`src/sv/msfd_pkg.sv`:
```
package msfd_pkg;

	// Server pool size and derived widths
	localparam int MAX_SERVERS = 128;
	localparam int IDX_W = (MAX_SERVERS > 1) ? $clog2(MAX_SERVERS) : 1;
	localparam int CNT_W = $clog2(MAX_SERVERS + 1);

	// Field widths
	localparam int TIME_W  = 17;
	localparam int SVC_W   = 10;
	localparam int FREE_W  = 32;
	localparam int WAIT_W  = 24;
	localparam int TOTAL_W = 40;
	localparam int COUNT_W = 16;
	localparam int SRV_W   = 8;
	localparam int SIDX_W  = 7;
	localparam int CFG_W   = 17;
	localparam int CFG_IDX_W = 2;

	// Register reset values
	localparam logic [TIME_W-1:0] OPEN_RESET    = TIME_W'(28800);
	localparam logic [TIME_W-1:0] CLOSE_RESET   = TIME_W'(61200);
	localparam logic [SRV_W-1:0]  SERVERS_RESET = SRV_W'(128);

	// Register indexes
	localparam logic [CFG_IDX_W-1:0] REG_OPEN_TIME      = 2'd0;
	localparam logic [CFG_IDX_W-1:0] REG_CLOSE_TIME     = 2'd1;
	localparam logic [CFG_IDX_W-1:0] REG_SERVERS_IN_USE = 2'd2;

	// Operation codes
	localparam logic OP_JOB     = 1'b0;
	localparam logic OP_RESTART = 1'b1;

	// Service minutes to seconds: s*60 = s*64 - s*4
	localparam int SVC_SEC_W = 16;

	function automatic logic [SVC_SEC_W-1:0] min_to_sec(input logic [SVC_W-1:0] m);
		logic [SVC_SEC_W-1:0] w;
		w = SVC_SEC_W'(m);
		return (w << 6) - (w << 2);
	endfunction

endpackage

```
`src/sv/multi_server_fcfs_dispatch.sv`:
```
// Multi-server first-come-first-served dispatcher.
// Input channel (in_valid/in_ready): one item per job or restart. op selects
// job arrival or restart; arrival_seconds must be nondecreasing across jobs.
// Output channel (out_valid/out_ready): exactly one result item per input item,
// held in an output register until taken.
// Config port: cfg_we/cfg_index/cfg_data, single-cycle writes, write only while idle.
// Sequence: a job scans servers_in_use (n) free times through one memory read port,
// one server per cycle, then picks, writes back and updates totals. A restart or a
// late job skips the scan and goes straight to the finish state.
// The scan loop over the single-port free-time memory sets the job rate.
// in_ready is high only while the sequencer is idle; one item is in work at a time.
// Reset: registers return to open=28800, close=61200, servers=128; all servers free
// at 28800, totals zero. Free times use per-server valid bits, so reset and restart
// take effect at once with no clearing pass.
// Receiver stall: a finished result waits in the output register; the next item can
// be taken and worked, and its result waits until the previous one is delivered.
module multi_server_fcfs_dispatch (
	input  logic                           clk,
	input  logic                           arst_n,
	// config
	input  logic                           cfg_we,
	input  logic [msfd_pkg::CFG_IDX_W-1:0] cfg_index,
	input  logic [msfd_pkg::CFG_W-1:0]     cfg_data,
	// input channel
	input  logic                           in_valid,
	output logic                           in_ready,
	input  logic                           op,
	input  logic [msfd_pkg::TIME_W-1:0]    arrival_seconds,
	input  logic [msfd_pkg::SVC_W-1:0]     service_minutes,
	// output channel
	output logic                           out_valid,
	input  logic                           out_ready,
	output logic                           accepted,
	output logic [msfd_pkg::SIDX_W-1:0]    server_index,
	output logic [msfd_pkg::WAIT_W-1:0]    wait_seconds,
	output logic [msfd_pkg::TOTAL_W-1:0]   total_wait_seconds,
	output logic [msfd_pkg::COUNT_W-1:0]   served_count
);

	localparam int NS = msfd_pkg::MAX_SERVERS;
	localparam int IW = msfd_pkg::IDX_W;
	localparam int CW = msfd_pkg::CNT_W;
	localparam int FW = msfd_pkg::FREE_W;
	localparam int TW = msfd_pkg::TIME_W;

	localparam logic [2:0] ST_IDLE  = 3'd0;
	localparam logic [2:0] ST_SCAN  = 3'd1;
	localparam logic [2:0] ST_PICK  = 3'd2;
	localparam logic [2:0] ST_WRITE = 3'd3;
	localparam logic [2:0] ST_TOTAL = 3'd4;
	localparam logic [2:0] ST_FIN   = 3'd5;

	// config registers
	logic [TW-1:0]                  open_q, close_q;
	logic [msfd_pkg::SRV_W-1:0]     servers_q;

	// sequencer and job context
	logic [2:0]                     state_q;
	logic [TW-1:0]                  arr_q;
	logic [msfd_pkg::SVC_W-1:0]     svc_q;
	logic [CW-1:0]                  n_q;
	logic [CW-1:0]                  issue_q;

	// free-time store: memory plus valid bits; invalid entries read as base_q
	logic [FW-1:0]                  mem [NS];
	logic [NS-1:0]                  vld_q;
	logic [TW-1:0]                  base_q;
	logic                           mem_we;

	// scan pipeline
	logic                           pend_s1;
	logic [FW-1:0]                  rdata_s1;
	logic                           vbit_s1;
	logic [IW-1:0]                  idx_s1;
	logic [FW-1:0]                  free_s1;

	// scan results
	logic                           found_q;
	logic [IW-1:0]                  fidx_q, midx_q, pick_q;
	logic [FW-1:0]                  ffree_q, min_q, start_q;

	// job results and running totals
	logic [msfd_pkg::WAIT_W-1:0]    wait_q;
	logic                           res_acc_q;
	logic [msfd_pkg::TOTAL_W-1:0]   total_q;
	logic [msfd_pkg::COUNT_W-1:0]   count_q;

	// output register
	logic                           out_valid_q;
	logic                           acc_out_q;
	logic [msfd_pkg::SIDX_W-1:0]    idx_out_q;
	logic [msfd_pkg::WAIT_W-1:0]    wait_out_q;
	logic [msfd_pkg::TOTAL_W-1:0]   total_out_q;
	logic [msfd_pkg::COUNT_W-1:0]   count_out_q;

	logic                           in_fire;
	logic                           out_load;
	logic [CW-1:0]                  n_c;
	logic [FW-1:0]                  arr32, open32;
	logic [FW-1:0]                  sel_free, t_max, start_c;
	logic [IW-1:0]                  sel_idx;
	logic [FW:0]                    end_sum;
	logic [FW-1:0]                  end_c;
	logic [FW-1:0]                  wait_full;
	logic [msfd_pkg::TOTAL_W:0]     total_sum;

	assign in_ready = (state_q == ST_IDLE);
	assign in_fire  = in_valid && in_ready;
	assign out_load = (state_q == ST_FIN) && (!out_valid_q || out_ready);
	assign mem_we   = (state_q == ST_WRITE);

	assign arr32  = FW'(arr_q);
	assign open32 = FW'(open_q);

	// active server count, clamped to 1..MAX_SERVERS
	always_comb begin
		if (servers_q == '0) begin
			n_c = CW'(1);
		end else if (32'(servers_q) > 32'(NS)) begin
			n_c = CW'(NS);
		end else begin
			n_c = CW'(servers_q);
		end
	end

	// config writes
	always_ff @(posedge clk or negedge arst_n) begin
		if (!arst_n) begin
			open_q    <= msfd_pkg::OPEN_RESET;
			close_q   <= msfd_pkg::CLOSE_RESET;
			servers_q <= msfd_pkg::SERVERS_RESET;
		end else if (cfg_we) begin
			case (cfg_index)
				msfd_pkg::REG_OPEN_TIME:      open_q    <= cfg_data[TW-1:0];
				msfd_pkg::REG_CLOSE_TIME:     close_q   <= cfg_data[TW-1:0];
				msfd_pkg::REG_SERVERS_IN_USE: servers_q <= cfg_data[msfd_pkg::SRV_W-1:0];
				default: ;
			endcase
		end
	end

	// free-time memory: one write port, one registered read port
	always_ff @(posedge clk) begin
		if (mem_we) begin
			mem[pick_q] <= end_c;
		end
		rdata_s1 <= mem[issue_q[IW-1:0]];
		vbit_s1  <= vld_q[issue_q[IW-1:0]];
		idx_s1   <= issue_q[IW-1:0];
	end

	assign free_s1 = vbit_s1 ? rdata_s1 : FW'(base_q);

	// pick: first free server, else earliest free time
	assign sel_free = found_q ? ffree_q : min_q;
	assign sel_idx  = found_q ? fidx_q : midx_q;
	assign t_max    = (sel_free > arr32) ? sel_free : arr32;
	assign start_c  = (t_max > open32) ? t_max : open32;

	// new free time, saturating at 32 bits
	assign end_sum = {1'b0, start_q} + (FW + 1)'(msfd_pkg::min_to_sec(svc_q));
	assign end_c   = end_sum[FW] ? '1 : end_sum[FW-1:0];

	assign wait_full = start_q - arr32;
	assign total_sum = {1'b0, total_q} + (msfd_pkg::TOTAL_W + 1)'(wait_q);

	// sequencer
	always_ff @(posedge clk or negedge arst_n) begin
		if (!arst_n) begin
			state_q   <= ST_IDLE;
			arr_q     <= '0;
			svc_q     <= '0;
			n_q       <= '0;
			issue_q   <= '0;
			pend_s1   <= 1'b0;
			found_q   <= 1'b0;
			fidx_q    <= '0;
			ffree_q   <= '0;
			midx_q    <= '0;
			min_q     <= '0;
			start_q   <= '0;
			vld_q     <= '0;
			base_q    <= msfd_pkg::OPEN_RESET;
			total_q   <= '0;
			count_q   <= '0;
			res_acc_q <= 1'b0;
			wait_q    <= '0;
			pick_q    <= '0;
		end else begin
			case (state_q)
				ST_IDLE: begin
					if (in_fire) begin
						arr_q   <= arrival_seconds;
						svc_q   <= service_minutes;
						n_q     <= n_c;
						issue_q <= '0;
						found_q <= 1'b0;
						res_acc_q <= 1'b0;
						wait_q  <= '0;
						pick_q  <= '0;
						if (op == msfd_pkg::OP_RESTART) begin
							vld_q   <= '0;
							base_q  <= open_q;
							total_q <= '0;
							count_q <= '0;
							state_q <= ST_FIN;
						end else if (arrival_seconds > close_q) begin
							state_q <= ST_FIN;
						end else begin
							state_q <= ST_SCAN;
						end
					end
				end
				ST_SCAN: begin
					// issue one read a cycle; its compare lands in the cycle after the read
					if (issue_q < n_q) begin
						issue_q <= issue_q + CW'(1);
						pend_s1 <= 1'b1;
					end else begin
						pend_s1 <= 1'b0;
						if (!pend_s1) begin
							state_q <= ST_PICK;
						end
					end
					if (pend_s1) begin
						if (!found_q && free_s1 <= arr32) begin
							found_q <= 1'b1;
							fidx_q  <= idx_s1;
							ffree_q <= free_s1;
						end
						if (idx_s1 == '0 || free_s1 < min_q) begin
							min_q  <= free_s1;
							midx_q <= idx_s1;
						end
					end
				end
				ST_PICK: begin
					pick_q  <= sel_idx;
					start_q <= start_c;
					state_q <= ST_WRITE;
				end
				ST_WRITE: begin
					vld_q[pick_q] <= 1'b1;
					wait_q    <= (wait_full > FW'({msfd_pkg::WAIT_W{1'b1}}))
						? '1 : wait_full[msfd_pkg::WAIT_W-1:0];
					res_acc_q <= 1'b1;
					state_q   <= ST_TOTAL;
				end
				ST_TOTAL: begin
					total_q <= total_sum[msfd_pkg::TOTAL_W] ? '1
						: total_sum[msfd_pkg::TOTAL_W-1:0];
					if (count_q != '1) begin
						count_q <= count_q + msfd_pkg::COUNT_W'(1);
					end
					state_q <= ST_FIN;
				end
				ST_FIN: begin
					if (out_load) begin
						state_q <= ST_IDLE;
					end
				end
				default: state_q <= ST_IDLE;
			endcase
		end
	end

	// output register
	always_ff @(posedge clk or negedge arst_n) begin
		if (!arst_n) begin
			out_valid_q <= 1'b0;
		end else if (out_load) begin
			out_valid_q <= 1'b1;
		end else if (out_ready) begin
			out_valid_q <= 1'b0;
		end
	end

	always_ff @(posedge clk) begin
		if (out_load) begin
			acc_out_q   <= res_acc_q;
			idx_out_q   <= msfd_pkg::SIDX_W'(pick_q);
			wait_out_q  <= wait_q;
			total_out_q <= total_q;
			count_out_q <= count_q;
		end
	end

	assign out_valid          = out_valid_q;
	assign accepted           = acc_out_q;
	assign server_index       = idx_out_q;
	assign wait_seconds       = wait_out_q;
	assign total_wait_seconds = total_out_q;
	assign served_count       = count_out_q;

`ifndef SYNTHESIS
	a_served_nonzero: assert property (@(posedge clk) disable iff (!arst_n)
		out_valid && accepted |-> served_count != '0)
		else $error("served item with zero count");

	a_reject_zero: assert property (@(posedge clk) disable iff (!arst_n)
		out_valid && !accepted |-> server_index == '0 && wait_seconds == '0)
		else $error("rejected item carries index or wait");

	a_scan_bound: assert property (@(posedge clk) disable iff (!arst_n)
		state_q == ST_SCAN |-> issue_q <= n_q)
		else $error("scan ran past server count");

	a_restart_clears: assert property (@(posedge clk) disable iff (!arst_n)
		in_fire && op == msfd_pkg::OP_RESTART |=> vld_q == '0 && total_q == '0)
		else $error("restart did not clear state");
`endif

endmodule

```
`config.mk`:
```
export PLATFORM = sky130hd
export DESIGN_NAME = multi_server_fcfs_dispatch
export DESIGN_NICKNAME = d
export VERILOG_FILES = /design/src/sv/msfd_pkg.sv /design/src/sv/multi_server_fcfs_dispatch.sv
export SDC_FILE = /design/constraint.sdc
export NUM_CORES = 2
export LEC_CHECK = 0
export BUFFER_PORTS_ARGS = -buffer_cell sky130_fd_sc_hd__buf_4
export CORE_MARGIN = 5
export CORE_UTILIZATION = 45
export CTS_BUF_LIST = sky130_fd_sc_hd__clkbuf_8
export CTS_CLUSTER_DIAMETER = 150
export DETAILED_ROUTE_END_ITERATION = 8
export GPL_TIMING_DRIVEN = 0
export PLACE_DENSITY = 0.6
export SLEW_MARGIN = 15
export SYNTH_ARGS = -nofsm -noshare
export SYNTH_HDL_FRONTEND = slang
export SYNTH_SLANG_ARGS = --single-unit
```
`constraint.sdc`:
```
create_clock -name clk -period 21.6 [get_ports clk]
set_input_delay 2.16 -clock clk [delete_from_list [all_inputs] [get_ports clk]]
set_output_delay 2.16 -clock clk [all_outputs]
set_load 0.005 [all_outputs]
```
==> metrics list <==
* Unrepaired setup endpoints after global routing: no
* Worst VDD drop: 823 µV
* Residual antenna-violating net count after detailed routing: 0
- # Post-CTS Setup Buffers: 0
- Portion of the clock cycle consumed by the worst path in the final layout: 35.3%
* Max cap viols: 0
* Initial cell density of the core: 45.2%
- Average footprint of a synthesized cell: 21.3 µm²
- CP Capture Type: flop
* Number of I/O pins: 142
* Maximum clock insertion buffer count: 4
- Counting I/O delays and the setup requirement, the final critical path takes 7.63 ns.
- For this run the aggregate overflow at the end of global routing stands at 0.
* Area growth from synthesis to layout: 15.7%
- In the routed design, unresolved DRC markers number 0.
- From bottom edge to top edge, the die measures 649 µm.
- Run status: finished, final reports clean
- Reg area: 137000 µm²
* Count of hold buffers inserted by post-cts repair: 0
* Horizontal die dimension: 649 µm
* Port Buffer Count: 141
- The worst register-to-register path has a depth of 25.
- The clock tree synthesis step divided the H-tree into 6 levels.
* Share of synthesized area occupied by flip-flops and latches: 74.8%
* Final hold viol count: 0
- Fraction of registers with async set or reset after synthesis: 9.32%
- The initialized floorplan defines 234 standard-cell rows.
- Fmax: 131 MHz
* Worst hold path class: flop to flop
* Placed Area: 199000 µm²
* Critical Path Max Stage Delay: 0.67 ns
- The first global-routing pass estimated 723000 µm of wire.
- Across the routed clock network, the largest skew measured is 0.0675 ns.
* Primary FF master, synth: sky130_fd_sc_hd__edfxtp_1
- The final route contains 94400 vias.
* Number of max-slew violations in the final report: 0
- The analysis attributes to cell leakage a power of 70.1 nW.
* CTS root buffer: sky130_fd_sc_hd__clkbuf_8
- Before antenna repair, the detailed router went through 6 iterations.
- Pin count of the biggest net entering global routing: 129
* CTS clk-pin slew, worst paths: 0.06 ns
- In this run the power spent charging and discharging nets is 13.9 mW.
- Of the total power, registers draw 41.1%.
- Of the cells placed in the final design, the portion with a size suffix greater than 1 is 30.5%.
- In this run, the combinational gates consume 39.6% of the power.
- The congestion estimate from routability-driven global placement came to 0.925.
* Overall track demand over capacity in global routing: 24.0%
* Post-detailed-placement half-perimeter wirelength: 361000 µm
* Commonest cells after routing, fill and taps aside: 4184 x sky130_fd_sc_hd__edfxtp_1, 1384 x sky130_fd_sc_hd__mux4_2, 753 x sky130_fd_sc_hd__clkbuf_8
- Dividing the detail-routed wire length by the instance count gives 32.3 µm.
- In the final layout, the multi-input gates occupy 45500 µm².
- For this run, the post-layout net count is 9987.
* Number of enable flip-flop cells after synthesis: 4184
- Synthesized net count: 8865
* Number of global-route vias before repair: 96000
- The core region is 406000 µm².
* Area of the die: 421000 µm²
- The slowest stage of the critical path is the sky130_fd_sc_hd__a2111oi_0 cell.
* Flop and latch count out of synthesis: 4658
* Number of clock sinks seen by CTS: 4658
- Setup TNS: 0 ns
* Proportion of total power due to net switching: 37.9%
- Number of fill cells: 31800
- Summing all non-filler instances in the final layout gives an area of 213000 µm².
- TritonCTS built the clock tree.
* Actual slew at the worst max-slew pin: 1.33 ns
- Final wirelength: 512000 µm
- Final setup viols: 0
- Clock network power share: 19.3%
- Worst path required time: 22.75 ns
- Later-pin clock latency in the skew report: 1.27 ns
* Element type at the critical path start: flop
* Vias/cell: 5.96
- After the first detailed-routing iteration, the DRC count stood at 10700.
- Antenna violations before repair: 70
- After synthesis the cells add up to 184000 µm².
- Post-Synthesis Cells: 8640
- After clock tree synthesis, the repair step resized 0 gates.
* CTS buffer count: 727
- Data on the critical path arrives at its endpoint at 8.79 ns.
- Max transition margin: 10.9%
- Power density relative to cell area: 173 nW/µm²
- Number of synthesis warnings: 0
- In this run the worst path has a maximum fanout of 10.
- Cell internal power was estimated by the tool at 22.8 mW.
* Hold Path Depth: 0
- The worst setup path is of the flop to flop kind.
* Most common cell after layout, fill and taps aside: sky130_fd_sc_hd__edfxtp_1
* Number of unique standard cell types used by synthesis: 69
## cell type report
| type | instances | area share (%) |
|---|---|---|
| Sequential cell | 4658 | 64.6 |
| Inverter | 118 | 0.208 |
| Antenna cell | 45 | 0.0530 |
| Clock inverter | 582 | 1.60 |
| Tap cell | 5428 | 3.20 |
| Timing Repair Buffer | 393 | 3.21 |
| Buffer | 444 | 0.869 |
| Multi-Input combinational cell | 3420 | 21.4 |
| Clock buffer | 753 | 4.88 |
## kinds of logic after synthesis
family,after synthesis,synth area share (%)
compound gates,544,1.79
xor+xnor,81,0.386
fa+ha+maj,173,1.19
buf+inv,562,1.21
flops,4658,74.8
mux,1563,18.1
simple gates,1059,2.61
## state kept, by name, indices dropped and copies added (netlist names), 10 cells and up
signal              count
mem                  4096
vld_q                 128
total_q                40
total_wait_seconds     40
ffree_q                32
min_q                  32
rdata_s1               32
start_q                32
wait_q                 24
wait_seconds           24
arr_q                  17
base_q                 17
close_q                17
open_q                 17
count_q                16
served_count           16
svc_q                  10
## cell usage after synthesis (19+ instances only)
library cell,instances,area (µm²)
sky130_fd_sc_hd__a21o_1,56,420
sky130_fd_sc_hd__a21oi_1,166,831
sky130_fd_sc_hd__and2_1,52,325
sky130_fd_sc_hd__and3_1,20,125
sky130_fd_sc_hd__buf_1,66,248
sky130_fd_sc_hd__buf_2,74,370
sky130_fd_sc_hd__clkbuf_1,301,1130
sky130_fd_sc_hd__dfrtp_1,417,10400
sky130_fd_sc_hd__dfxtp_1,40,801
sky130_fd_sc_hd__edfxtp_1,4184,126000
sky130_fd_sc_hd__ha_1,170,2130
sky130_fd_sc_hd__inv_1,118,443
sky130_fd_sc_hd__mux2_2,152,1710
sky130_fd_sc_hd__mux2i_1,25,250
sky130_fd_sc_hd__mux4_2,1384,31200
sky130_fd_sc_hd__nand2_1,232,871
sky130_fd_sc_hd__nand2b_1,22,138
sky130_fd_sc_hd__nand3_1,61,305
sky130_fd_sc_hd__nand4_1,51,319
sky130_fd_sc_hd__nor2_1,477,1790
sky130_fd_sc_hd__nor3_1,33,165
sky130_fd_sc_hd__nor4_1,34,213
sky130_fd_sc_hd__o21a_1,20,150
sky130_fd_sc_hd__o21ai_0,176,881
sky130_fd_sc_hd__or3_1,19,119
sky130_fd_sc_hd__xnor2_1,37,324
sky130_fd_sc_hd__xor2_1,44,385
## stage by stage
| step | util [%] | total power [mW] | cells | hold WS [ns] | setup slack (ns) |
|---|---|---|---|---|---|
| 2_1_floorplan | - | 23.0 | 8640 | 0.368 | 11.92 |
| 3_3_place_gp | 47.1 | 27.5 | 14200 | 0.459 | 3.53 |
| 3_5_place_dp | 48.9 | 29.9 | 14500 | 0.455 | 14.16 |
| 4_1_cts | 52.3 | 36.9 | 15800 | 0.487 | 14.08 |
| 5_1_grt | 52.3 | 38.2 | 15800 | 0.496 | 13.62 |
| 6_report | 52.3 | 36.7 | 15800 | 0.485 | 13.97 |
## worst max-delay path, delay by kind of cell, from the launching register on
family / cells / cell delay (ns)
buffers and inverters: 5 / 2.04
adder cells (fa/ha/maj): 2 / 0.66
AND/OR/NAND/NOR: 8 / 1.39
AO/OA/AOI/OAI: 9 / 2.68
flip-flops: 1 / 0.43
multiplexers: 1 / 0.32
## path summary, 6_finish.rpt
kind / start / to / slack [ns]
max in group asynchronous: arst_n / vld_q[97] / 19.21
worst min register to register: total_q[1] / total_wait_seconds[1] / 0.48
min in group asynchronous: arst_n / total_q[5] / 0.91
worst max register to register: found_q / start_q[16] / 13.97
worst max-delay path: found_q / start_q[16] / 13.97
worst min-delay path: total_q[1] / total_wait_seconds[1] / 0.48
## power groups by stage
stage / Clock (mW) / Combinational, mW / Sequential [mW]
after global routing: 7.63 / 15.4 / 15.1
after floorplan: 0 / 7.33 / 15.7
after detailed placement: 0 / 14.6 / 15.2
final: 7.06 / 14.5 / 15.1
after global placement: 0 / 11.9 / 15.6
after CTS: 7.20 / 14.6 / 15.1
## metal layers
| metal | global-route usage (%) | routed length, µm |
|---|---|---|
| met5 | 0 | 65 |
| met4 | 9.32 | 21400 |
| met3 | 5.27 | 43500 |
| met2 | 37.4 | 240000 |
| met1 | 33.4 | 207000 |
(Power assumes the default switching activity.)
